[src/rtl/cbr_pkg.sv]
package cbr_pkg;

  localparam int unsigned WORD_W = 32;
  localparam int unsigned FRAC_W = 24;
  localparam int unsigned PREC_W = 3;
  localparam int unsigned TOL_W  = FRAC_W + 1;
  // multiplier operand: one guard bit over the word
  localparam int unsigned OP_W   = WORD_W + 1;
  localparam int unsigned PROD_W = 2 * OP_W;
  localparam int unsigned G1_W   = 2 * WORD_W + 1;
  localparam int unsigned ACC_W  = 3 * WORD_W + 4;

  // polynomial coefficients scaled to the Horner stage they join
  localparam logic [OP_W-1:0]  C6_G0  = OP_W'(6) << FRAC_W;
  localparam logic [G1_W-1:0]  C11_G1 = G1_W'(11) << (2 * FRAC_W);
  localparam logic [ACC_W-1:0] C6_ACC = ACC_W'(6) << (3 * FRAC_W);

  typedef struct packed {
    logic signed [WORD_W-1:0] interval_low;
    logic signed [WORD_W-1:0] interval_high;
    logic [PREC_W-1:0]        precision_digits;
  } cbr_in_t;

  typedef struct packed {
    logic signed [WORD_W-1:0] root_estimate;
    logic                     no_sign_change;
  } cbr_out_t;

  typedef struct packed {
    logic done;
    logic neg;
    logic zero;
  } cbr_sign_t;

  // round(2^24 / 10^e), never below one lsb
  function automatic logic [TOL_W-1:0] tol_lsb(input logic [PREC_W-1:0] e);
    logic [TOL_W-1:0] t;
    unique case (e)
      3'd0:    t = TOL_W'(16777216);
      3'd1:    t = TOL_W'(1677722);
      3'd2:    t = TOL_W'(167772);
      3'd3:    t = TOL_W'(16777);
      3'd4:    t = TOL_W'(1678);
      3'd5:    t = TOL_W'(168);
      3'd6:    t = TOL_W'(17);
      default: t = TOL_W'(2);
    endcase
    return t;
  endfunction

endpackage

[src/rtl/cbr_eval.sv]
module cbr_eval (
  input  logic                             clk_i,
  input  logic                             rst_ni,
  input  logic                             start_i,
  input  logic signed [cbr_pkg::WORD_W-1:0] x_i,
  output cbr_pkg::cbr_sign_t               sign_o
);
  import cbr_pkg::*;

  typedef enum logic [2:0] {
    E_IDLE, E_MUL0, E_G1, E_LOW, E_HIGH, E_SUM
  } ev_state_e;

  ev_state_e               state_q;
  logic signed [OP_W-1:0]  op_a_q, op_b_q;
  logic signed [PROD_W-1:0] prod_q;
  logic [G1_W-1:0]         g1;
  logic [OP_W-1:0]         g1_hi_q;
  logic [ACC_W-1:0]        acc_q;
  logic                    done_q;
  logic [OP_W-1:0]         x_ext;

  assign x_ext = {x_i[WORD_W-1], x_i};
  assign g1    = prod_q[G1_W-1:0] + C11_G1;

  // shared multiplier, registered every cycle
  always_ff @(posedge clk_i) begin
    prod_q <= op_a_q * op_b_q;
  end

  // 2^72 f(x) by horner: (-x + 6) * x + 11, then * x + 6, last step split in two limbs
  always_ff @(posedge clk_i or negedge rst_ni) begin
    if (!rst_ni) begin
      state_q <= E_IDLE;
      done_q  <= 1'b0;
      op_a_q  <= '0;
      op_b_q  <= '0;
      g1_hi_q <= '0;
      acc_q   <= '0;
    end else begin
      done_q <= 1'b0;
      unique case (state_q)
        E_IDLE: begin
          if (start_i) begin
            op_a_q  <= C6_G0 - x_ext;
            op_b_q  <= x_ext;
            state_q <= E_MUL0;
          end
        end
        E_MUL0: state_q <= E_G1;
        E_G1: begin
          op_a_q  <= {1'b0, g1[WORD_W-1:0]};
          g1_hi_q <= g1[G1_W-1:WORD_W];
          state_q <= E_LOW;
        end
        E_LOW: begin
          op_a_q  <= g1_hi_q;
          state_q <= E_HIGH;
        end
        E_HIGH: begin
          acc_q   <= {{(ACC_W-PROD_W){prod_q[PROD_W-1]}}, prod_q} + C6_ACC;
          state_q <= E_SUM;
        end
        E_SUM: begin
          acc_q   <= acc_q + {{(ACC_W-PROD_W-WORD_W){prod_q[PROD_W-1]}}, prod_q,
                              {WORD_W{1'b0}}};
          done_q  <= 1'b1;
          state_q <= E_IDLE;
        end
        default: state_q <= E_IDLE;
      endcase
    end
  end

  assign sign_o.done = done_q;
  assign sign_o.neg  = acc_q[ACC_W-1];
  assign sign_o.zero = (acc_q == '0);

endmodule

[src/rtl/cubic_bisection_root_top.sv]
// sequence: the two endpoint evaluations, then, when their signs differ, one midpoint evaluation
// per halving (up to 32 halvings) until the width is within tolerance, then the result is registered
// one request at a time; the next is taken the cycle after the result is registered
// the single 33x33 multiplier is used three times per cubic evaluation
// reset: asynchronous, active low; clears the sequencer and the output valid
module cubic_bisection_root_top (
  input  logic              clk_i,
  input  logic              rst_ni,
  input  logic              in_valid_i,
  output logic              in_stall_o,
  input  cbr_pkg::cbr_in_t  in_data_i,
  output logic              out_valid_o,
  input  logic              out_stall_i,
  output cbr_pkg::cbr_out_t out_data_o
);
  import cbr_pkg::*;

  typedef enum logic [2:0] {
    S_IDLE, S_FA, S_FB, S_MID, S_FM, S_FIN
  } state_e;

  state_e                    state_q;
  logic signed [WORD_W-1:0]  a_q, b_q, mid_q;
  logic [WORD_W-1:0]         rem_q;
  logic [TOL_W-1:0]          tol_q;
  logic                      fa_neg_q, fa_pos_q, opposite_q;
  logic                      out_valid_q;
  cbr_out_t                  out_q;

  logic                      in_accept, out_free;
  logic                      ev_start;
  logic signed [WORD_W-1:0]  ev_x;
  cbr_sign_t                 ev_sign;
  logic [WORD_W:0]           span, mid_sum;
  logic signed [WORD_W-1:0]  mid;
  logic                      fb_pos;

  assign in_stall_o  = (state_q != S_IDLE);
  assign in_accept   = in_valid_i && !in_stall_o;
  assign out_free    = !out_valid_q || !out_stall_i;
  assign out_valid_o = out_valid_q;
  assign out_data_o  = out_q;

  assign span = {in_data_i.interval_high[WORD_W-1], in_data_i.interval_high}
              - {in_data_i.interval_low[WORD_W-1], in_data_i.interval_low};
  // floor of the exact half sum
  assign mid_sum = {a_q[WORD_W-1], a_q} + {b_q[WORD_W-1], b_q};
  assign mid     = mid_sum[WORD_W:1];
  assign fb_pos  = !ev_sign.neg && !ev_sign.zero;

  always_comb begin
    ev_start = 1'b0;
    ev_x     = mid;
    unique case (state_q)
      S_IDLE: begin
        ev_start = in_accept;
        ev_x     = in_data_i.interval_low;
      end
      S_FA: begin
        ev_start = ev_sign.done;
        ev_x     = b_q;
      end
      S_MID:   ev_start = opposite_q;
      default: ev_start = 1'b0;
    endcase
  end

  cbr_eval u_eval (
    .clk_i   (clk_i),
    .rst_ni  (rst_ni),
    .start_i (ev_start),
    .x_i     (ev_x),
    .sign_o  (ev_sign)
  );

  always_ff @(posedge clk_i or negedge rst_ni) begin
    if (!rst_ni) begin
      state_q     <= S_IDLE;
      out_valid_q <= 1'b0;
      out_q       <= '0;
      a_q         <= '0;
      b_q         <= '0;
      mid_q       <= '0;
      rem_q       <= '0;
      tol_q       <= '0;
      fa_neg_q    <= 1'b0;
      fa_pos_q    <= 1'b0;
      opposite_q  <= 1'b0;
    end else begin
      // a new result in the output stage takes over the slot being drained
      if (out_valid_q && !out_stall_i && (state_q != S_FIN)) begin
        out_valid_q <= 1'b0;
      end
      unique case (state_q)
        S_IDLE: begin
          if (in_accept) begin
            a_q   <= in_data_i.interval_low;
            b_q   <= in_data_i.interval_high;
            tol_q <= tol_lsb(in_data_i.precision_digits);
            // a reversed or empty interval gets at most a single halving
            rem_q <= (in_data_i.interval_low < in_data_i.interval_high) ?
                     span[WORD_W-1:0] : '0;
            state_q <= S_FA;
          end
        end
        S_FA: begin
          if (ev_sign.done) begin
            fa_neg_q <= ev_sign.neg;
            fa_pos_q <= !ev_sign.neg && !ev_sign.zero;
            state_q  <= S_FB;
          end
        end
        S_FB: begin
          if (ev_sign.done) begin
            opposite_q <= (fa_neg_q && fb_pos) || (fa_pos_q && ev_sign.neg);
            state_q    <= S_MID;
          end
        end
        S_MID: begin
          mid_q   <= mid;
          state_q <= opposite_q ? S_FM : S_FIN;
        end
        S_FM: begin
          if (ev_sign.done) begin
            // exact zero at the midpoint keeps the interval
            if (!ev_sign.zero) begin
              if (ev_sign.neg == fa_neg_q) begin
                a_q <= mid_q;
              end else begin
                b_q <= mid_q;
              end
            end
            if (rem_q > WORD_W'(tol_q)) begin
              rem_q   <= (rem_q >> 1) + WORD_W'(rem_q[0]);
              state_q <= S_MID;
            end else begin
              state_q <= S_FIN;
            end
          end
        end
        S_FIN: begin
          if (out_free) begin
            out_q.root_estimate  <= mid_q;
            out_q.no_sign_change <= !opposite_q;
            out_valid_q          <= 1'b1;
            state_q              <= S_IDLE;
          end
        end
        default: state_q <= S_IDLE;
      endcase
    end
  end

endmodule
[config.mk]
export PLATFORM = sky130hd
export DESIGN_NAME = cubic_bisection_root_top
export DESIGN_NICKNAME = d
export VERILOG_FILES = /design/src/rtl/cbr_pkg.sv /design/src/rtl/cbr_eval.sv /design/src/rtl/cubic_bisection_root_top.sv
export SDC_FILE = /design/constraint.sdc
export NUM_CORES = 2
export LEC_CHECK = 0
export BUFFER_PORTS_ARGS = -buffer_cell sky130_fd_sc_hd__buf_4
export CORE_MARGIN = 5
export CORE_UTILIZATION = 66
export DETAILED_ROUTE_END_ITERATION = 12
export PLACE_DENSITY_LB_ADDON = 0.12
export REMOVE_ABC_BUFFERS = 1
export SLEW_MARGIN = 5
export SYNTH_ARGS = -nofsm -noshare
export SYNTH_HDL_FRONTEND = slang
export SYNTH_SLANG_ARGS = --single-unit
[constraint.sdc]
create_clock -name clk_i -period 9.7 [get_ports clk_i]
set_input_delay 0.97 -clock clk_i [delete_from_list [all_inputs] [get_ports clk_i]]
set_output_delay 0.97 -clock clk_i [all_outputs]
set_load 0.1 [all_outputs]
# --- After elaboration in Yosys (flattened, before gate mapping) ---
# Cells that the tools add are included.
totals:
  ff_bits: 460
  out_inout_bits: 35
  wordCells: 124
  inputBits: 71
op_classes:
  n_mul: 1
  magnitude_cmp: 2
  n_reduce_logical: 32
  muxes: 35
  eq_ne: 28
  add_sub_neg: 7
op_table:
  columns: ["op", "n"]
  rows:
  - ["2-to-1 mux 32 bit", 12]
  - ["case mux 32 bit (2 select lines)", 4]
  - ["case mux 100 bit (2 select lines)", 1]
  - ["case mux 25 bit (7 select lines)", 1]
  - ["adder 100 bit", 1]
  - ["logical NOT 100 bit", 1]
  - ["case mux 33 bit (3 select lines)", 1]
  - ["adder 65 x 76 -> 77 bit (second input constant)", 1]
  - ["adder 65 x 52 -> 65 bit (second input constant)", 1]
  - ["multiplier 33 x 32 -> 65 bit", 1]
  - ["adder 32 x 32 -> 33 bit", 1]
  - ["2-to-1 mux 33 bit", 1]
  - ["subtractor 28 x 32 -> 33 bit (first input constant)", 1]
  - ["adder 31 x 1 -> 32 bit", 1]
  - ["greater-than comparator 32 x 25 -> 1 bit", 1]
  - ["< comparator 32 bit", 1]
  - ["subtractor 32 bit", 1]
  - ["equality test 3 bit (second input constant)", 7]
  - ["2-to-1 mux 3 bit", 7]
  - ["equality test 3 x 2 -> 1 bit (second input constant)", 6]
  - ["case mux 3 bit (6 select lines)", 1]
  - ["case mux 3 bit (5 select lines)", 1]
  - ["AND reduction 5 bit", 3]
  - ["!= test 2 bit (second input constant)", 7]
  - ["other kinds (14)", 42]

# --- Longest topological paths before layout ---
depth:
  depth_word: 6
  depth_mapped: 29
  mapped_depth_nobuf: 27

# --- Modules after synthesis ---
# From an unflattened synthesis, not the netlist that was laid out.
hier_totals:
  hier_cells: 7030
  hier_area_um2: 64192.8
modules_own_cells:
  columns: ["module", "seq_area_each_um2", "n_inst", "area_per_inst_um2", "cells_per_inst"]
  rows:
  - ["cbr_eval", 6356.1, 1, 51287.9, 5504]
  - ["cubic_bisection_root_top", 4529.3, 1, 12904.9, 1526]

# --- Least setup slack after synthesis ---
# Ideal clock, no wire load.
synth_timing:
  path_kind: "register to register"
  from: "reg u_eval.op_a_q[32]"
  to: "reg u_eval.prod_q[60]"
  n_path_buf: 2
  period_less_slack_ps: 7755
  setup_time_ps: 106
  path_slack_ps: 1945
  required_ps: 9594
  arrival_time_ps: 7649
  stages_incl_launch_ff: 24
  path_cell_list: "dfrtp_1 -> clkbuf_1 -> nand2_1 -> inv_1 -> fa_1 -> fa_1 -> fa_1 -> fa_1 -> inv_1 -> fa_1 -> inv_1 -> fa_1 -> fa_1 -> fa_1 -> ha_1 -> clkbuf_1 -> a21o_1 -> a21oi_1 -> nand4_1 -> o211ai_1 -> a21boi_1 -> o31ai_1 -> or4b_1 -> o311ai_0"
synth_via:
  elab_chain_len: 1
synth_rtl:
  columns: ["element", "line_no", "source"]
  rows:
  - ["from (decl)", "cbr_eval.sv:15", "logic signed [OP_W-1:0] op_a_q, op_b_q;"]
  - ["from (signal assigned)", "cbr_eval.sv:45", "op_a_q <= C6_G0 - x_ext;"]
  - ["from (signal assigned)", "cbr_eval.sv:52", "op_a_q <= {1'b0, g1[WORD_W-1:0]};"]
  - ["from (signal assigned)", "cbr_eval.sv:57", "op_a_q <= g1_hi_q;"]
  - ["multiplier 33 x 32 -> 65 bit", "cbr_eval.sv:28", "prod_q <= op_a_q * op_b_q;"]
  - ["to (signal assigned)", "cbr_eval.sv:28", null]
  - ["to (decl)", "cbr_eval.sv:16", "logic signed [PROD_W-1:0] prod_q;"]
# No other way between the ends.
# A chain may end at the register's enable or synchronous reset.

# --- Worst setup path after layout ---
layout_timing:
  from: "reg u_eval.op_b_q[7]"
  to: "reg u_eval.prod_q[60]"
layout_via:
  elab_chain_len: 1
layout_rtl:
  columns: ["element", "line_no", "source"]
  rows:
  - ["from (decl)", "cbr_eval.sv:15", null]
  - ["from (signal assigned)", "cbr_eval.sv:46", "op_b_q <= x_ext;"]
  - ["multiplier 33 x 32 -> 65 bit", "cbr_eval.sv:28", null]
# No other way between the ends.

==> results by group <==
Synth
  • Post-synth top area share: 34.6%
  • Syn avg cell area: around 9.1 um2
  • Synth Area in XOR/XNOR: between 3 and 4%
  • Yosys top cell by area: fa_1
  • Largest family of logic cells by synthesized area: adder cells
  • Post-synthesis sequential area ratio: 16.9%
  • Synth cell types: 94
  • Ys flop type: dfrtp_1
  • Synthesized area: around 0.065 mm2
  • Asr flop ratio synth: between 80% and 90%
  • Adder-Cell Fraction of Synth Area: roughly 41%
  • Mux contribution to synthesized area: 2.64%
  • Post-synth EDFFs: 0
  • Synth Register Bits: 448
  • Synth top area cells: fa_1, dfrtp_1, ha_1
  • Compound-Gate Fraction of Synth Area: 11.0%
  • Synth Area in Simple Gates: 16.6%
  • Syn Inst Count: 7131
  • Number of synthesis warnings: 0

Timing
  • RSZ-0062 raised after global routing: false
  • Final Hold Vio Count: 0
  • Slew margin rel.: 8.95%
  • Tightest Pin Transition: 1.37 ns
  • Clock Skew: between 0.03 and 0.04 ns
  • Hold slack: 0.332 ns
  • Total Neg Setup Slack: 0 ns
  • Final setup violating endpoints: 0
  • Final max-slew violation count: 0
  • FMAX: ~110 MHz
  • Final min period: about 8.9 ns
  • Period utilisation layout: 92.2%

Critical path
  • R2R Setup Slk: 0.76 ns
  • Worst setup path endpoint: u_eval.prod_q[60]
  • Worst Path Max Fanout: 28
  • CP arrival: between 9 and 10 ns
  • R2r endpoint: u_eval.prod_q[60]
  • Critical path class: reg2reg
  • Worst Path Required: ~10 ns
  • Reg-to-reg startpoint: u_eval.op_b_q[7]
  • R2R depth: 22
  • Setup crit end kind: flop
  • Worst Setup SP: u_eval.op_b_q[7]
  • CP Launch Type: flop

Route
  • DRT iter0 DRCs: 4224
  • WL/cell: 22.1 um
  • Post-route ant nets: 0
  • Vias after detailed routing: 50.5k
  • Drt total wl: 184000 um
  • DR vias/cell: 6.06
  • DRT Pass-1 Iters: 5
  • DRC violations left: 0

Final layout
  • Share of layout cells above drive strength 1: 6.21%
  • Nets: 8536
  • Synth-to-Final Area Change: 5.43%
  • Core Util, Final: 70.3%

Clocking
  • CTS Buffer Depth: 3
  • Clock root buffer: clkbuf_16
  • CTS tree: built
  • Post-CTS Resized: 0
  • Clk_lat worst skew: 0.64 ns
  • # clock sinks: 448
  • CTS buffer count: 50
  • Post-CTS Setup Bufs: 0
  • Worst-path clk slew: 0.07 ns
  • CTS H-Tree Depth: 2
  • Post-CTS Hold Buffers: 0

Die
  • Die height: about 320 um
  • IO Count: 106
  • Core ar.: 0.0969 mm2
  • Die ar.: 0.104 mm2
  • Core Rows: 114
  • Die W: 323 um
  • Initial Util: approximately 67%

Place
  • Placer Congestion: between 0.9 and 1
  • Post-DP HPWL: 149000 um
  • Port Buffer Count: between 100 and 150

Worst hold path
  • Min-Delay Path Class: in2async

GRT
  • Largest net degree at the start of global routing: 110
  • Vias in the first global route: ~53k
  • First-pass GRT wire length: 298000 um
  • Total track usage: between 30% and 40%
  • Global route overflow: 0
  • Initial antenna violation count: 2

Run status
  • Status: complete, no violations

Job
  • Max-cap violations: 0
-- routing by layer --
layer / up-vias / global-route usage [%] / share of wire [%]
met1: 25300 / 50.2 / 40
met2: 2350 / 57.0 / 45
met4: 4 / 14.4 / 5.1
met3: 491 / 8.25 / 9.9
met5: - / 0 / 0.015
li1: 22400 / - / -
-- critical path, stage by stage (launching register included) --
cell,delay (ns)
dfrtp_1,1.03
and2_1,0.27
fa_1,0.42
inv_1,0.25
fa_1,0.47
inv_1,0.22
fa_1,0.50
fa_1,0.85
inv_1,0.40
fa_1,0.58
inv_1,0.05
fa_1,0.54
fa_1,0.46
fa_1,0.49
ha_1,0.40
a21o_1,0.22
a21oi_1,0.19
nand4_1,0.12
o211ai_1,0.25
a21boi_1,0.16
o31ai_1,0.36
or4b_1,0.48
o311ai_0,0.11
-- registers in the layout (all words and copies together), names as in the netlist, 3 cells and up --
signal and flops:
u_eval.g1_hi_q 33, state_q 3, a_q 32, b_q 32, u_eval.op_a_q 33, u_eval.prod_q 65
out_data_o 33, tol_q 13, u_eval.state_q 3, u_eval.op_b_q 32, mid_q 32, rem_q 32
u_eval.acc_q 100
-- cell usage in the layout, fill, tap and decap left out, types with 11 or more instances in the layout --
master        n
o221ai_1     11
a21boi_0     13
mux2i_1      78
dfxtp_1      65
a21o_1      127
mux2_2       82
ha_1        340
nand3_1      78
nor2_1      220
xor2_1       92
xnor2_1     138
nor2b_1      29
dfrtp_1     377
and2_1      542
a31oi_1      40
inv_1      1094
o21a_1       33
o31ai_1      27
nand2b_1     26
and3_1       66
fa_1       1115
or3_1        17
a21oi_1     327
o21bai_1     38
nand2_1     986
nand4_1      65
or2_2        12
a221oi_1     19
o211ai_1     21
buf_4       210
clkbuf_16    51
nor4_1       43
o21ai_0     340
clkinv_2     14
nor3_1       72
a211oi_1     27
-- layout make-up --
class | instances | area [um2]
clock buffers | 63 | 1410
repair buffers | 212 | 1610
diodes | 1 | 2.50
multi-input cells | 5202 | 48200
inverters | 1096 | 4110
fillers | 7525 | 28800
clock inverters | 29 | 284
flip-flops and latches | 448 | 10900
well taps | 1276 | 1600
-- worst min-delay path by stage --
| stage | depth (start not counted) | slack, ns | start | endpoint |
|---|---|---|---|---|
| 5_1_grt | 1 | 0.37 | rst_ni | rem_q[2] |
| 3_5_place_dp | 2 | 0.46 | u_eval.g1_hi_q[2] | u_eval.g1_hi_q[2] |
| 2_1_floorplan | 2 | 0.43 | u_eval.prod_q[42] | u_eval.g1_hi_q[10] |
| 6_report | 1 | 0.33 | rst_ni | out_data_o[1] |
| 3_3_place_gp | 2 | 0.46 | u_eval.g1_hi_q[4] | u_eval.g1_hi_q[4] |
| 4_1_cts | 1 | 0.35 | rst_ni | rem_q[1] |
-- synth_stat cells, types with 10 or more instances --
master    number
a211o_1       10
nand2_1      989
clkbuf_1     360
or2_2         12
ha_1         340
buf_1         13
nor3_1        72
buf_2         12
mux2i_1       78
fa_1        1115
o31ai_1       27
nor2_1       225
xnor2_1      138
o221ai_1      11
o21ai_0      340
o211ai_1      21
a211oi_1      27
nand3_1       80
o21a_1        33
a31oi_1       40
a21boi_0      13
nor4_1        43
and3_1        66
or3_1         17
nand2b_1      28
mux2_2        82
dfxtp_1       65
a21o_1       127
a221oi_1      19
inv_1       1094
dfrtp_1      383
nand4_1       65
xor2_1        92
and2_1       542
o21ai_1       10
nor2b_1       29
a21oi_1      327
o21bai_1      39
-- cells by family after synthesis --
group | count (synthesis)
simple gates | 2215
buf+inv | 1481
fa+ha+maj | 1455
compound gates | 1142
flops | 448
xor+xnor | 230
mux | 160
-- per-stage QoR --
step / cells / setup WS (ns) / area [um2]
floorplan: 6746 / 1.81 / 63100
global placement: 8234 / 1.10 / 66400
detailed placement: 8234 / 0.821 / 66400
CTS: 8326 / 0.799 / 68100
global route: 8326 / 0.279 / 68100
finish: 8327 / 0.756 / 68100
Power is left out: the tool's default activity adds up to more than one toggle a clock period on the data nets, which glitch-free logic cannot reach.
